==> config.mk <==
export PLATFORM = sky130hd
export DESIGN_NAME = lcd_scan_mode_timing
export DESIGN_NICKNAME = d
export VERILOG_FILES = /design/src/sv/lcdsmt_pkg.sv /design/src/sv/lcdsmt_step.sv /design/src/sv/lcd_scan_mode_timing.sv
export SDC_FILE = /design/constraint.sdc
export NUM_CORES = 1
export LEC_CHECK = 0
export ABC_AREA = 1
export BUFFER_PORTS_ARGS = -buffer_cell sky130_fd_sc_hd__buf_2
export CAP_MARGIN = 20
export CORE_MARGIN = 2
export CORE_UTILIZATION = 45
export DETAILED_ROUTE_END_ITERATION = 10
export HOLD_SLACK_MARGIN = 0.03
export PLACE_DENSITY = 0.79
export SETUP_SLACK_MARGIN = 0.2
export SLEW_MARGIN = 20
export SYNTH_ARGS = -nofsm -noshare
export SYNTH_HDL_FRONTEND = slang
export SYNTH_SLANG_ARGS = --single-unit
==> constraint.sdc <==
create_clock -name clk -period 3 [get_ports clk]
set_input_delay 0.6 -clock clk [delete_from_list [all_inputs] [get_ports clk]]
set_output_delay 0.6 -clock clk [all_outputs]
set_load 0.02 [all_outputs]
==> src/sv/lcdsmt_pkg.sv <==
`timescale 1ns / 1ps
`default_nettype none

package lcdsmt_pkg;

    // Video modes in the standard status encoding
    typedef enum logic [1:0] {
        MODE_HBLANK = 2'd0,
        MODE_VBLANK = 2'd1,
        MODE_OAM    = 2'd2,
        MODE_XFER   = 2'd3
    } mode_t;

    // Frame geometry
    localparam logic [8:0] VISIBLE_LINES  = 9'd144;
    localparam logic [8:0] TOTAL_LINES    = 9'd154;
    localparam logic [8:0] LEN_OAM        = 9'd80;
    localparam logic [8:0] LEN_XFER       = 9'd172;
    localparam logic [8:0] LEN_HBLANK     = 9'd204;
    localparam logic [8:0] LEN_LINE       = 9'd456;
    localparam logic [8:0] SCREEN_COLUMNS = 9'd160;

    // Register map indexes
    localparam logic [1:0] REG_HBLANK_EN = 2'd0;
    localparam logic [1:0] REG_LYC_EN    = 2'd1;
    localparam logic [1:0] REG_LYC       = 2'd2;

    typedef struct packed {
        mode_t      mode;
        logic [8:0] dot;
        logic [7:0] line;
        logic       match;
    } state_t;

    typedef struct packed {
        logic       hblank_en;
        logic       lyc_en;
        logic [7:0] compare;
    } cfg_t;

    typedef struct packed {
        mode_t      mode;
        logic [7:0] line;
        logic [8:0] dot;
        logic       hreq;
        logic       vreq;
        logic       sreq;
        logic       match;
        logic       strobe;
        logic [7:0] column;
    } res_t;

    // Length of each mode in dots
    function automatic logic [8:0] mode_len(mode_t m);
        logic [8:0] len;
        unique case (m)
            MODE_OAM:    len = LEN_OAM;
            MODE_XFER:   len = LEN_XFER;
            MODE_HBLANK: len = LEN_HBLANK;
            MODE_VBLANK: len = LEN_LINE;
            default:     len = LEN_LINE;
        endcase
        return len;
    endfunction

endpackage

`default_nettype wire

==> src/sv/lcdsmt_step.sv <==
`timescale 1ns / 1ps
`default_nettype none

// Next-state and result logic for one dot tick
module lcdsmt_step (
    input  lcdsmt_pkg::state_t cur,
    input  logic               tick,
    input  lcdsmt_pkg::cfg_t   cfg,
    output lcdsmt_pkg::state_t nxt,
    output lcdsmt_pkg::res_t   res
);
    import lcdsmt_pkg::*;

    logic [8:0] dot_inc;
    logic [8:0] line_inc;
    logic       mode_end;
    logic       strobe;
    logic       hreq;
    logic       vreq;
    logic       sreq;
    logic       lyc_hit;

    assign dot_inc  = cur.dot + 9'd1;
    assign line_inc = {1'b0, cur.line} + 9'd1;
    assign mode_end = (dot_inc >= mode_len(cur.mode));
    assign lyc_hit  = (cur.line == cfg.compare);
    assign strobe   = tick && (cur.mode == MODE_XFER) && (cur.dot < SCREEN_COLUMNS);

    always_comb
    begin
        nxt  = cur;
        hreq = 1'b0;
        vreq = 1'b0;
        sreq = 1'b0;
        if (tick)
        begin
            nxt.dot = dot_inc;
            if (mode_end)
            begin
                nxt.dot = '0;
                unique case (cur.mode)
                    MODE_OAM:
                    begin
                        nxt.mode = MODE_XFER;
                    end
                    MODE_XFER:
                    begin
                        nxt.mode  = MODE_HBLANK;
                        nxt.match = lyc_hit;
                        hreq      = cfg.hblank_en;
                        sreq      = cfg.lyc_en && lyc_hit;
                    end
                    MODE_HBLANK:
                    begin
                        // counter overflow ends the frame
                        if (line_inc[8])
                        begin
                            nxt.line = '0;
                            nxt.mode = MODE_OAM;
                        end
                        else
                        begin
                            nxt.line = line_inc[7:0];
                            if (line_inc == VISIBLE_LINES)
                            begin
                                nxt.mode = MODE_VBLANK;
                                vreq     = 1'b1;
                            end
                            else
                            begin
                                nxt.mode = MODE_OAM;
                            end
                        end
                    end
                    MODE_VBLANK:
                    begin
                        if (line_inc == TOTAL_LINES || line_inc[8])
                        begin
                            nxt.line = '0;
                            nxt.mode = MODE_OAM;
                        end
                        else
                        begin
                            nxt.line = line_inc[7:0];
                        end
                    end
                    default:
                    begin
                        nxt.mode = MODE_OAM;
                    end
                endcase
            end
        end
    end

    // Result reports the state after this tick; the pixel strobe and column come from the state before it
    always_comb
    begin
        res.mode   = nxt.mode;
        res.line   = nxt.line;
        res.dot    = nxt.dot;
        res.hreq   = hreq;
        res.vreq   = vreq;
        res.sreq   = sreq;
        res.match  = nxt.match;
        res.strobe = strobe;
        res.column = strobe ? cur.dot[7:0] : 8'd0;
    end

endmodule

`default_nettype wire

==> src/sv/lcd_scan_mode_timing.sv <==
`timescale 1ns / 1ps
`default_nettype none

// Channel   Signals                        Moves
// input     in_valid / in_ready            one dot tick per transfer
// output    out_valid / out_ready          mode, counters, requests, pixel strobe
// config    psel/penable/pwrite/paddr      register write and readback, pready tied high
//
// One tick per clock unless stalled: the timing state updates in the cycle a tick is
// accepted and the result lands in the output register at that same edge.
// The rate is set by the single output register: a new tick is taken whenever
// that register is empty or being drained in the same cycle.
// Reset clears the timing state to line 0, object scan, dot 0, and empties the output.
// A stalled output holds its result and stalls the input.
module lcd_scan_mode_timing (
    input  logic        clk,
    input  logic        rst_n,
    // tick channel
    input  logic        in_valid,
    output logic        in_ready,
    input  logic        tick,
    // result channel
    output logic        out_valid,
    input  logic        out_ready,
    output logic [1:0]  video_mode,
    output logic [7:0]  current_line,
    output logic [8:0]  dot_in_mode,
    output logic        hblank_request,
    output logic        vblank_request,
    output logic        stat_request,
    output logic        coincidence_flag,
    output logic        pixel_strobe,
    output logic [7:0]  pixel_column,
    // configuration port
    input  logic        psel,
    input  logic        penable,
    input  logic        pwrite,
    input  logic [3:0]  paddr,
    input  logic [31:0] pwdata,
    output logic [31:0] prdata,
    output logic        pready
);
    import lcdsmt_pkg::*;

    state_t     state_reg;
    state_t     state_next;
    res_t       res_reg;
    res_t       res_next;
    cfg_t       cfg_reg;
    logic       out_valid_reg;
    logic       in_xfer;
    logic       cfg_wr;
    logic [1:0] reg_idx;

    assign in_ready = !out_valid_reg || out_ready;
    assign in_xfer  = in_valid && in_ready;
    assign pready   = 1'b1;
    assign cfg_wr   = psel && penable && pwrite;
    assign reg_idx  = paddr[3:2];

    // Configuration registers
    always_ff @(posedge clk or negedge rst_n)
    begin
        if (!rst_n)
        begin
            cfg_reg <= '0;
        end
        else if (cfg_wr)
        begin
            unique case (reg_idx)
                REG_HBLANK_EN: cfg_reg.hblank_en <= pwdata[0];
                REG_LYC_EN:    cfg_reg.lyc_en    <= pwdata[0];
                REG_LYC:       cfg_reg.compare   <= pwdata[7:0];
                default:       ;
            endcase
        end
    end

    // Register readback
    always_comb
    begin
        unique case (reg_idx)
            REG_HBLANK_EN: prdata = {31'd0, cfg_reg.hblank_en};
            REG_LYC_EN:    prdata = {31'd0, cfg_reg.lyc_en};
            REG_LYC:       prdata = {24'd0, cfg_reg.compare};
            default:       prdata = 32'd0;
        endcase
    end

    lcdsmt_step u_step (
        .cur  (state_reg),
        .tick (tick),
        .cfg  (cfg_reg),
        .nxt  (state_next),
        .res  (res_next)
    );

    // Timing state
    always_ff @(posedge clk or negedge rst_n)
    begin
        if (!rst_n)
        begin
            state_reg.mode  <= MODE_OAM;
            state_reg.dot   <= '0;
            state_reg.line  <= '0;
            state_reg.match <= 1'b0;
        end
        else if (in_xfer)
        begin
            state_reg <= state_next;
        end
    end

    // Output valid
    always_ff @(posedge clk or negedge rst_n)
    begin
        if (!rst_n)
        begin
            out_valid_reg <= 1'b0;
        end
        else if (in_xfer)
        begin
            out_valid_reg <= 1'b1;
        end
        else if (out_ready)
        begin
            out_valid_reg <= 1'b0;
        end
    end

    // Output payload
    always_ff @(posedge clk)
    begin
        if (in_xfer)
        begin
            res_reg <= res_next;
        end
    end

    assign out_valid        = out_valid_reg;
    assign video_mode       = res_reg.mode;
    assign current_line     = res_reg.line;
    assign dot_in_mode      = res_reg.dot;
    assign hblank_request   = res_reg.hreq;
    assign vblank_request   = res_reg.vreq;
    assign stat_request     = res_reg.sreq;
    assign coincidence_flag = res_reg.match;
    assign pixel_strobe     = res_reg.strobe;
    assign pixel_column     = res_reg.column;

endmodule

`default_nettype wire

; ---- Word level (Yosys, flattened, before mapping)
; Index checks and enable logic that the tools add are counted.
; Widths: inputs -> output; s select.
[word_totals]
reg_bits = 63
input_bits = 44
[op_classes]
add_sub_neg = 2
n_lt_le_gt_ge = 2
n_eq_ne = 8
n_mux = 15
bitwise = 3
reduce_logical = 17
[op_table]
columns = op, count
row1 = $mux 20, 2
row2 = $pmux 9 s4, 1
row3 = $pmux 8 s3, 1
row4 = $eq 9x8->1 const B, 2
row5 = $mux 8, 2
row6 = $pmux 8 s2, 1
row7 = $add 8x1->9 const B, 1
row8 = $add 9x1->9 const B, 1
row9 = $ge 9x9->1, 1
row10 = $lt 9x8->1 const B, 1
row11 = $eq 8x8->1, 1
row12 = $pmux 2 s4, 1
row13 = $eq 2x2->1 const B, 3
row14 = $logic_and 1x1->1, 6
row15 = $mux 2, 3
row16 = $reduce_and 2->1, 3
row17 = $eq 2x1->1 const B, 2
row18 = $logic_not 2->1, 2
row19 = $mux 1, 4
row20 = $reduce_or 4->1, 1
row21 = $not 1->1, 3
row22 = $reduce_and 3->1, 1
row23 = $logic_or 1x1->1, 2
row24 = $reduce_bool 2->1, 1
row25 = $logic_not 1->1, 1

; ---- Longest topological paths before layout
; Gate-level depths: netlist of run 1.
[depth]
ltp_word = 7
depth_mapped = 18
mapped_depth_nobuf = 18

; ---- By module
; A second synthesis of run 1 with hierarchy kept.
[unflattened]
hier_cells = 469
hier_area_um2 = 3932.5
[modules_own_cells]
columns = mod, n_inst, cells_each, area_each_um2
row1 = lcd_scan_mode_timing, 1, 220, 2502.4
row2 = lcdsmt_step, 1, 249, 1430.1

; ---- Worst setup path after synthesis of run 1
; Ideal clock, no wire load.
[synth_path]
kind = reg-to-reg
from = reg state_reg[9] (netlist bit)
to = reg res_reg (netlist bit current_line[1]) (data pin)
t_arrival_ns = 2.256
required_time_ns = 2.740
path_slack_ns = 0.484
path_stages_with_launch = 16
path_buffers = 0
path_cell_list = dfrtp_1 ha_1 nand2_1 nor2_2 nand3_2 nor3_2 xor2_1 ha_1 a21oi_1 o21a_1 nand3_2 nand2_2 nor2_4 inv_2 nand2_1 a21boi_1
[synth_rtl]
columns = element, line_no
row1 = "start, declared", lcd_scan_mode_timing.sv:45  ; state_t state_reg;
row2 = "start signal, assigned", lcd_scan_mode_timing.sv:110  ; state_reg <= state_next;
row3 = "end signal, assigned", lcd_scan_mode_timing.sv:136  ; res_reg <= res_next;
row4 = "end, declared", lcd_scan_mode_timing.sv:47  ; res_t res_reg;

==> results of run 1 <==
==> through the flow <==
step | hold WS (ps) | cells | area (µm²)
CTS | 330.3 | 582 | 4134
global placement | 477.2 | 565 | 3924
detailed placement | 489.3 | 565 | 3924
global route | 349.0 | 589 | 4209
finish | 316.2 | 589 | 4209
floorplan | 304.4 | 434 | 3711
==> cells by family (layout without fill, tap and decap cells) <==
| family | Yosys count | count (layout) | synth area share, % |
|---|---|---|---|
| AND/OR/NAND/NOR | 180 | 180 | 23.13 |
| buffers and inverters | 85 | 138 | 11.81 |
| flip-flops | 63 | 63 | 47.95 |
| AO/OA/AOI/OAI | 48 | 48 | 7.387 |
| XOR/XNOR | 18 | 18 | 4.349 |
| adder cells (fa/ha/maj) | 15 | 15 | 5.178 |
| other | 2 | 25 | 0.2072 |
==> cell type report <==
type | instances | area, µm²
timing repair buffer | 70 | 377.9
clock buffer | 10 | 127.6
clock inverter | 6 | 61.31
tap | 102 | 127.6
inverter | 52 | 198.9
sequential | 63 | 1738
fill | 731 | 3558
multi-input combinational | 286 | 1578
==> per-layer routing <==
metal  vias up  GRT usage [%]  routed length, µm
li1       1427              -                  -
met3        13          4.334                439
met5         -              0                  0
met2        95          26.61               3237
met1      1241          20.79               3010
met4         0          8.937                182
==> repair_timing <==
| action | CTS | global route |
|---|---|---|
| buffers inserted | 1 | 7 |
| resized for setup | 3 | 9 |
| pin swaps | 2 | 8 |
| setup endpoints to repair | 7 | 40 |
==> cells in the mapped netlist (all sizes together) <==
| cell type | number | area [µm²] |
|---|---|---|
| o21bai | 1 | 11.26 |
| clkinv | 1 | 3.750 |
| conb | 2 | 7.510 |
| xnor2 | 10 | 87.58 |
| nand3b | 1 | 7.510 |
| buf | 28 | 214.0 |
| dfstp | 1 | 26.28 |
| o211ai | 2 | 15.01 |
| o21a | 1 | 7.510 |
| edfxtp | 32 | 960.9 |
| clkbuf | 5 | 18.77 |
| and2 | 1 | 6.260 |
| nand3 | 35 | 205.2 |
| a21boi | 2 | 15.01 |
| dfrtp | 30 | 750.7 |
| a31oi | 2 | 12.51 |
| o21ai | 32 | 163.9 |
| ha | 15 | 187.7 |
| a21oi | 7 | 35.03 |
| nand4 | 3 | 18.77 |
| nor2 | 36 | 165.2 |
| o31ai | 1 | 7.510 |
| xor2 | 8 | 70.07 |
| nand2 | 101 | 399.1 |
| inv | 51 | 191.4 |
| nor3 | 3 | 36.29 |
==> worst reg2reg max path: cells and delay by family, from the launching register on <==
kind	cells	cell delay, ps
AOI/OAI and AO/OA	4	510
buffers and inverters	1	140
and+or+nand+nor	6	720
xor gates and xnor gates	1	240
adders and majority gates	2	520
DFF	1	400
==> power breakdown <==
part | internal [mW] | switching [mW]
sequential | 1.14 | 0.172
clock | 0.380 | 0.324
combinational | 0.464 | 0.799
total | 1.98 | 1.29
==> path summary, 6_finish.rpt <==
| path | endpoint | slack [ps] | depth (start not counted) |
|---|---|---|---|
| worst max register to register | current_line[6] | 200 | 14 |
| min in group clk | cfg_reg[6] | 460 | 3 |
| worst max-delay path | current_line[6] | 200 | 14 |
| worst min register to register | state_reg[19] | 500 | 2 |
| worst min-delay path | cfg_reg[4] | 320 | 1 |
| max in group asynchronous | state_reg[18] | 2220 | 1 |
==> run metrics, run 1 <==
status complete, no violations; Final Core Density 54.19%; die area roughly 0.0088 mm²; antenna fix cells 0; number of global-route vias before repair 2563; vias per cell 4.713; Die Width 93.75 µm; Slowest cell on crit path dfrtp_1; pin count of the biggest net entering global routing 32; Required @ worst endpoint between 3000 and 4000 ps; hold buffers post-CTS 0; initial antenna violation count 0; CTS Root Buffer Type clkbuf_8; CP endpoint kind flip-flop; overall routing resource usage 16.71%; Worst slew margin slightly above 50%; DR WL/cell 11.66 µm; row count 32; post-synthesis register bit count 63; Sink Count 63; Syn. warnings 0; Worst Setup SP state_reg[10]; I/O pins 111; via count 2776; Worst-Margin Slew 738.1 ps; Synth Cell Area 0.003625 mm²; GPL Wtd Cong 0.8695; setup TNS 0 ps; most frequent cells in the layout nand2_1 (93), buf_2 (59), inv_1 (47), edfxtp_1 (32); fraction of layout cells with a size suffix above 1 24.44%; final worst-path cycle share 93.18%; Setup WS post-layout 204.5 ps; clk_lat worst skew 350 ps; CTS tree built; global-route wire length before repair approximately 11000 µm; ANT nets after route 0; Max Clk Rate around 360 MHz; Tot Pwr 3.276 mW; Syn Area/Cell 8.819 µm²; commonest non-fill, non-tap cell in the layout nand2_1; grt total ovfl 0; Pre-Repair DR Iteration Count 4; maximum vdd drop 0.0002653 V; Crit Path Max Fanout 9; Core ar. 0.007767 mm²; startpoint class of the critical path flip-flop; number of CTS-inserted buffers 9; Final Hold Vio Count 0; CP peak stage delay roughly 400 ps; residual DRC count 0; sequential share of the synthesized area 47.95%; max_cap viols 0; Place WS around 140 ps; Detailed Place HPWL 5036 µm; drt first-iter violations 121; clock slew seen by the registers of the worst setup and hold paths 70 ps; Final Skew 8.026 ps; Net count, final ~540; clock tree buffer depth 2; Pleak 2.016 nW; crit path DAT 2870 ps; htree depth 3; CP delay by family, top simple AND/OR/NAND/NOR gates; IO buf count 59; Cells after Synth between 400 and 500; Worst Hold Class primary input to asynchronous set/reset pin; fin. max-slew vios 0; P&R area growth vs syn 16.12%; pwr dens 778.4 mW/mm²; Crit Path Category flip-flop to flip-flop; Cell Chain, Critical Path ha_2, nand2_2, nor2_4, nand3_2, nor3_2, xor2_1, ha_1, a21oi_2, o21a_1, nand3_4, clkinv_2, a21oi_1, o21ai_0, nand2_1; Starting Density 46.67%; Vert. Die Dim between 90 and 100 µm; # setup viols final 0; worst r2r src state_reg[10]; Distinct cells, synth 36; max reg flops 20; WL final 6870 µm; Period minus WS final 2795 ps; RSZ-0062 raised after global routing yes; Bufs and invs on worst path 1
Power figures use the tool's default switching activity.
==> run 2, diff against run 1 <==
--- a/config.mk
+++ b/config.mk
@@ -12,7 +12,7 @@
 export CORE_UTILIZATION = 45
 export DETAILED_ROUTE_END_ITERATION = 10
 export HOLD_SLACK_MARGIN = 0.03
-export PLACE_DENSITY = 0.79
+export PLACE_DENSITY = 0.82
 export SETUP_SLACK_MARGIN = 0.2
 export SLEW_MARGIN = 20
 export SYNTH_ARGS = -nofsm -noshare
==> constraint.sdc (replaced) <==
create_clock -name clk -period 2.3 [get_ports clk]
set_input_delay 0.46 -clock clk [delete_from_list [all_inputs] [get_ports clk]]
set_output_delay 0.46 -clock clk [all_outputs]
set_load 0.02 [all_outputs]
==> run metrics, run 2 (synthesized netlist as in run 1, its figures left out) <==
max reg flops 20 (unchanged); Crit Path Category flip-flop to flip-flop (unchanged); I/O pins 111 (unchanged); Worst slew margin 49.95% (was 50.79%); Vert. Die Dim 93.75 µm (unchanged); Period minus WS final 2807 ps (was 2795 ps); Slowest cell on crit path dfrtp_1 (unchanged); Pre-Repair DR Iteration Count 5 (was 4); clk_lat worst skew 330 ps (was 350 ps); startpoint class of the critical path flip-flop (unchanged); ANT nets after route 0 (unchanged); most frequent cells in the layout nand2_1 (86), buf_2 (59), inv_1 (47), buf_4 (34), edfxtp_1 (32) (was nand2_1 (93), buf_2 (59), inv_1 (47), edfxtp_1 (32)); maximum vdd drop 0.0004796 V (was 0.0002653 V); CP endpoint kind flip-flop (unchanged); drt first-iter violations 80 (was 121); clock slew seen by the registers of the worst setup and hold paths 70 ps (about the same); Pleak 2.190 nW (was 2.016 nW); Worst-Margin Slew 750.8 ps (was 738.1 ps); Worst Hold Class primary input to asynchronous set/reset pin (unchanged); row count 32 (unchanged); IO buf count 59 (unchanged); clock tree buffer depth 2 (unchanged); max_cap viols 0 (unchanged); Die Width 93.75 µm (unchanged); CP peak stage delay 380 ps (was 400 ps); grt total ovfl 0 (unchanged); residual DRC count 0 (unchanged); GPL Wtd Cong 0.8540 (was 0.8695); vias per cell 4.825 (was 4.713); CTS Root Buffer Type clkbuf_8 (unchanged); antenna fix cells 0 (unchanged); Final Skew 8.905 ps (was 8.026 ps); status finished, violations left (was complete, no violations); Cell Chain, Critical Path ha_2, nand2_2, nor2_4, nand3_2, nor3_2, xor2_1, ha_1, nand2_1, nor2_2, nand2_1, nand3_4, nand2_4, nor2_4, inv_4, nand2_1, nand2_1 (was ha_2, nand2_2, nor2_4, nand3_2, nor3_2, xor2_1, ha_1, a21oi_2, o21a_1, nand3_4, clkinv_2, a21oi_1, o21ai_0, nand2_1); Required @ worst endpoint 2370 ps (was 3070 ps); die area 0.008789 mm² (unchanged); violated checks negative setup slack; Worst R2R Setup Slack -510 ps (was 200 ps); Worst R2R End current_line[7] (was current_line[6]); initial antenna violation count 0 (unchanged); commonest non-fill, non-tap cell in the layout nand2_1 (unchanged); htree depth 3 (unchanged); Detailed Place HPWL 5367 µm (was 5036 µm); most frequent CP cell nand2_1; number of global-route vias before repair 2827 (was 2563); final worst-path cycle share 122.0% (was 93.18%); crit path DAT 2880 ps (was 2870 ps); Crit Path Max Fanout 6 (was 9); Net count, final 569 (was 541); pwr dens 1058 mW/mm² (was 778.4 mW/mm²); Sink Count 63 (unchanged); via count 2977 (was 2776); RSZ-0062 raised after global routing yes (unchanged); Core ar. 0.007767 mm² (unchanged); DR WL/cell 12.77 µm (was 11.66 µm); Max Clk Rate 356.3 MHz (was 357.7 MHz); CTS tree built (unchanged); FF-to-FF path depth 16 (was 14); footprint of the multi-input gates 0.001653 mm² (was 0.001578 mm²); global-route wire length before repair 12490 µm (was 11340 µm); worst r2r src state_reg[10] (unchanged); Filler cells 688 (was 731); fin. max-slew vios 0 (unchanged); Setup WS post-layout -506.8 ps (was 204.5 ps); P&R area growth vs syn 25.58% (was 16.12%); Place WS -444.9 ps (was 144.2 ps); Final Hold Vio Count 0 (unchanged); overall routing resource usage 18.14% (was 16.71%); hold buffers post-CTS 0 (unchanged); Starting Density 46.67% (unchanged); Tot Pwr 4.816 mW (was 3.276 mW); pin count of the biggest net entering global routing 32 (unchanged); # setup viols final 43 (was 0); number of CTS-inserted buffers 9 (unchanged); WL final 7878 µm (was 6870 µm); fraction of layout cells with a size suffix above 1 31.07% (was 24.44%); register area 0.001738 mm² (unchanged)
run 2: layer usage:
metal  global-route usage (%)  vias up  routed length (µm)
met5                        0        -                   0
met2                    32.44      118                4033
met3                    4.013       12                 498
met4                    6.643        0                 101
li1                         -     1482                   -
met1                    21.20     1365                3245
run 2: worst max-delay path by stage:
stage | start | end | cells after the start
after floorplan | state_reg[9] | current_line[1] | 15
after global placement | state_reg[10] | current_line[6] | 14
after detailed placement | state_reg[10] | current_line[6] | 14
after CTS | state_reg[10] | current_line[3] | 15
after global routing | state_reg[10] | state_reg[4] | 17
final | state_reg[10] | current_line[7] | 16
run 2: critical path: cells and delay by family, from the launching register on:
family / cells / cell delay, ps
DFF: 1 / 380
xor gates and xnor gates: 1 / 260
and+or+nand+nor: 12 / 1370
buffers and inverters: 1 / 90
adders and majority gates: 2 / 440
run 2: per-stage QoR:
step	instances	util, %	area [µm²]	setup TNS [ps]	hold slack, ps
2_1_floorplan	434	-	3729	-2476	164.4
3_3_place_gp	592	53.67	4169	-8608	476.7
3_5_place_dp	592	53.67	4169	-14900	490.9
4_1_cts	611	57.14	4438	-11130	209.1
5_1_grt	617	58.60	4552	-23110	232.0
6_report	617	58.60	4552	-16830	186.7
run 2: where the power goes:
part           internal, mW  switching, mW
Sequential             1.48          0.211
Combinational         0.854           1.24
Clock                 0.607          0.424
Total                  2.94           1.87
run 2: final cells by class:
class / count / share of cell area [%]
timing repair buffer: 97 / 13.47
tap: 102 / 2.804
clock inverter: 6 / 1.869
inverter: 52 / 4.453
clock buffer: 10 / 2.804
sequential: 63 / 38.18
timing repair inverter: 1 / 0.1100
multi-input combinational: 286 / 36.31
run 2: what timing repair did:
item | CTS | global route
setup buffers | 3 | 5
endpoints found under the setup margin | 43 | 43
gates resized for setup | 11 | 30
pin swaps | 5 | 6
gates cloned | 0 | 1
==> run 3, diff against run 2 <==
--- a/config.mk
+++ b/config.mk
@@ -6,13 +6,14 @@
 export NUM_CORES = 1
 export LEC_CHECK = 0
 export ABC_AREA = 1
-export BUFFER_PORTS_ARGS = -buffer_cell sky130_fd_sc_hd__buf_2
+export ABC_CLOCK_PERIOD_IN_PS = 2300
 export CAP_MARGIN = 20
 export CORE_MARGIN = 2
 export CORE_UTILIZATION = 45
 export DETAILED_ROUTE_END_ITERATION = 10
+export DONT_BUFFER_PORTS = 1
 export HOLD_SLACK_MARGIN = 0.03
-export PLACE_DENSITY = 0.82
+export PLACE_DENSITY = 0.7
 export SETUP_SLACK_MARGIN = 0.2
 export SLEW_MARGIN = 20
 export SYNTH_ARGS = -nofsm -noshare
==> run metrics, run 3 (synthesized netlist as in run 1, its figures left out) <==
status finished, violations left (unchanged); violated checks negative setup slack (unchanged); number of CTS-inserted buffers 9 (unchanged); pin count of the biggest net entering global routing 50 (was 32); Placed Cells 534 (was 592); Filler cells 678 (was 688); fraction of layout cells with a size suffix above 1 25.60% (was 31.07%); Setup WS post-layout -332.2 ps (was -506.8 ps); vias per cell 4.881 (was 4.825); Max Clk Rate 379.9 MHz (was 356.3 MHz); Place WS -335.1 ps (was -444.9 ps); I/O pins 111 (unchanged); via count 2748 (was 2977); Worst slew margin 50.23% (was 49.95%); clock tree buffer depth 2 (unchanged); grt total ovfl 0 (unchanged); Detailed Place HPWL 5206 µm (was 5367 µm); IO buf count 0 (was 59); crit path DAT 2740 ps (was 2880 ps); Crit Path Category flip-flop to flip-flop (unchanged); # setup viols final 43 (unchanged); number of global-route vias before repair 2526 (was 2827); drt first-iter violations 71 (was 80); row count 32 (unchanged); Worst Hold Class primary input to flip-flop (was primary input to asynchronous set/reset pin); Core ar. 0.007767 mm² (unchanged); max reg flops 20 (unchanged); placed inst area 0.003869 mm² (was 0.004169 mm²); Worst-Margin Slew 741.6 ps (was 750.8 ps); startpoint class of the critical path flip-flop (unchanged); WL final 7652 µm (was 7878 µm); pwr dens 1063 mW/mm² (was 1058 mW/mm²); Starting Density 46.67% (unchanged); final worst-path cycle share 114.4% (was 122.0%); GPL Wtd Cong 0.8857 (was 0.8540); maximum vdd drop 0.0004076 V (was 0.0004796 V); clk_lat worst skew 350 ps (was 330 ps); global-route wire length before repair 12120 µm (was 12490 µm); Final Hold Vio Count 0 (unchanged); Pleak 1.968 nW (was 2.190 nW); Period minus WS final 2632 ps (was 2807 ps); Net count, final 515 (was 569); most frequent cells in the layout nand2_1 (88), inv_1 (47), buf_4 (36), edfxtp_1 (32), dfrtp_1 (30) (was nand2_1 (86), buf_2 (59), inv_1 (47), buf_4 (34), edfxtp_1 (32)); Crit Path Max Fanout 6 (unchanged); htree depth 3 (unchanged); DR WL/cell 13.59 µm (was 12.77 µm); max_cap viols 0 (unchanged); antenna fix cells 0 (unchanged); Pre-Repair DR Iteration Count 5 (unchanged); die area 0.008789 mm² (unchanged); Required @ worst endpoint 2400 ps (was 2370 ps); P&R area growth vs syn 20.19% (was 25.58%); CTS tree built (unchanged); residual DRC count 0 (unchanged); fin. max-slew vios 0 (unchanged); overall routing resource usage 18.02% (was 18.14%); Final Core Density 56.09% (was 58.60%); commonest non-fill, non-tap cell in the layout nand2_1 (unchanged); initial antenna violation count 0 (unchanged); CTS Root Buffer Type clkbuf_8 (unchanged); ANT nets after route 0 (unchanged); Post-Layout Inst Area 0.004357 mm² (was 0.004552 mm²); setup TNS -10460 ps (was -16830 ps); clock slew seen by the registers of the worst setup and hold paths 70 ps (about the same); Final Skew 11.31 ps (was 8.905 ps); Vert. Die Dim 93.75 µm (unchanged); CP endpoint kind flip-flop (unchanged); non-filler cells, final 563 (was 617); Sink Count 63 (unchanged); Die Width 93.75 µm (unchanged); RSZ-0062 raised after global routing yes (unchanged)
[run 3: cell types whose count changed in the layout (fill, tap and decap cells not counted), moves of 5 or more]
cell	before	now
nand3_1	26	18
buf_2	59	0
nand3_2	7	14
o21ai_0	19	12
o21ai_2	2	7
[run 3: metrics by stage]
stage               power, mW  hold WS [ps]
CTS                     4.434         223.3
global placement        3.366         165.1
finish                  4.631         231.4
global route            4.953         225.5
detailed placement      3.426         165.0
floorplan               2.945         164.4
[run 3: cell type report]
cell class / count / area (µm²) / area share (%)
Multi-Input combinational cell: 286 / 1745 / 40.06
Sequential cell: 63 / 1738 / 39.89
Timing Repair Buffer: 44 / 385.4 / 8.845
Inverter: 52 / 202.7 / 4.652
Clock buffer: 11 / 131.4 / 3.016
Tap cell: 102 / 127.6 / 2.929
Clock inverter: 5 / 26.28 / 0.6031
[run 3: final timing paths]
path,from,end,slack [ps],depth (start not counted)
max,state_reg[10],current_line[3],-330,15
min,pwdata[1],cfg_reg[1],230,2
max reg2reg,state_reg[10],current_line[3],-330,15
min reg2reg,state_reg[19],state_reg[19],500,2
max in group asynchronous,rst_n,state_reg[19],1510,2
min in group asynchronous,rst_n,state_reg[5],540,2
[run 3: repair_timing]
item | CTS | global route
endpoints found under the setup margin | 43 | 43
pin swaps | 4 | 6
endpoints found under the hold margin | 31 | 0
setup buffers | 4 | 7
resized for setup | 37 | 29
hold buffers | 2 | 0
[run 3: worst max-delay path, stage by stage (launching register included)]
cell and delay [ps]:
dfrtp_1 360, ha_2 210, nand2_2 80, nor2_4 100
nand3_2 90, nor3_2 150, xor2_1 220, ha_1 300
a21oi_2 130, o21a_1 170, nand3_4 110, nand2_4 100
nor2_4 60, inv_4 100, nand2_2 50, a21boi_2 150
[run 3: layer usage]
layer  up-vias  global-route usage, %  routed length [µm]
li1       1378                      -                   -
met5         -                      0                   0
met2        78                  29.05                3817
met1      1287                  22.75                3353
met4         0                  7.729                  94
met3         5                  4.896                 387
[run 3: power breakdown]
part	internal, mW	switching, mW
Sequential	1.49	0.327
Combinational	0.881	1.11
Clock	0.382	0.438
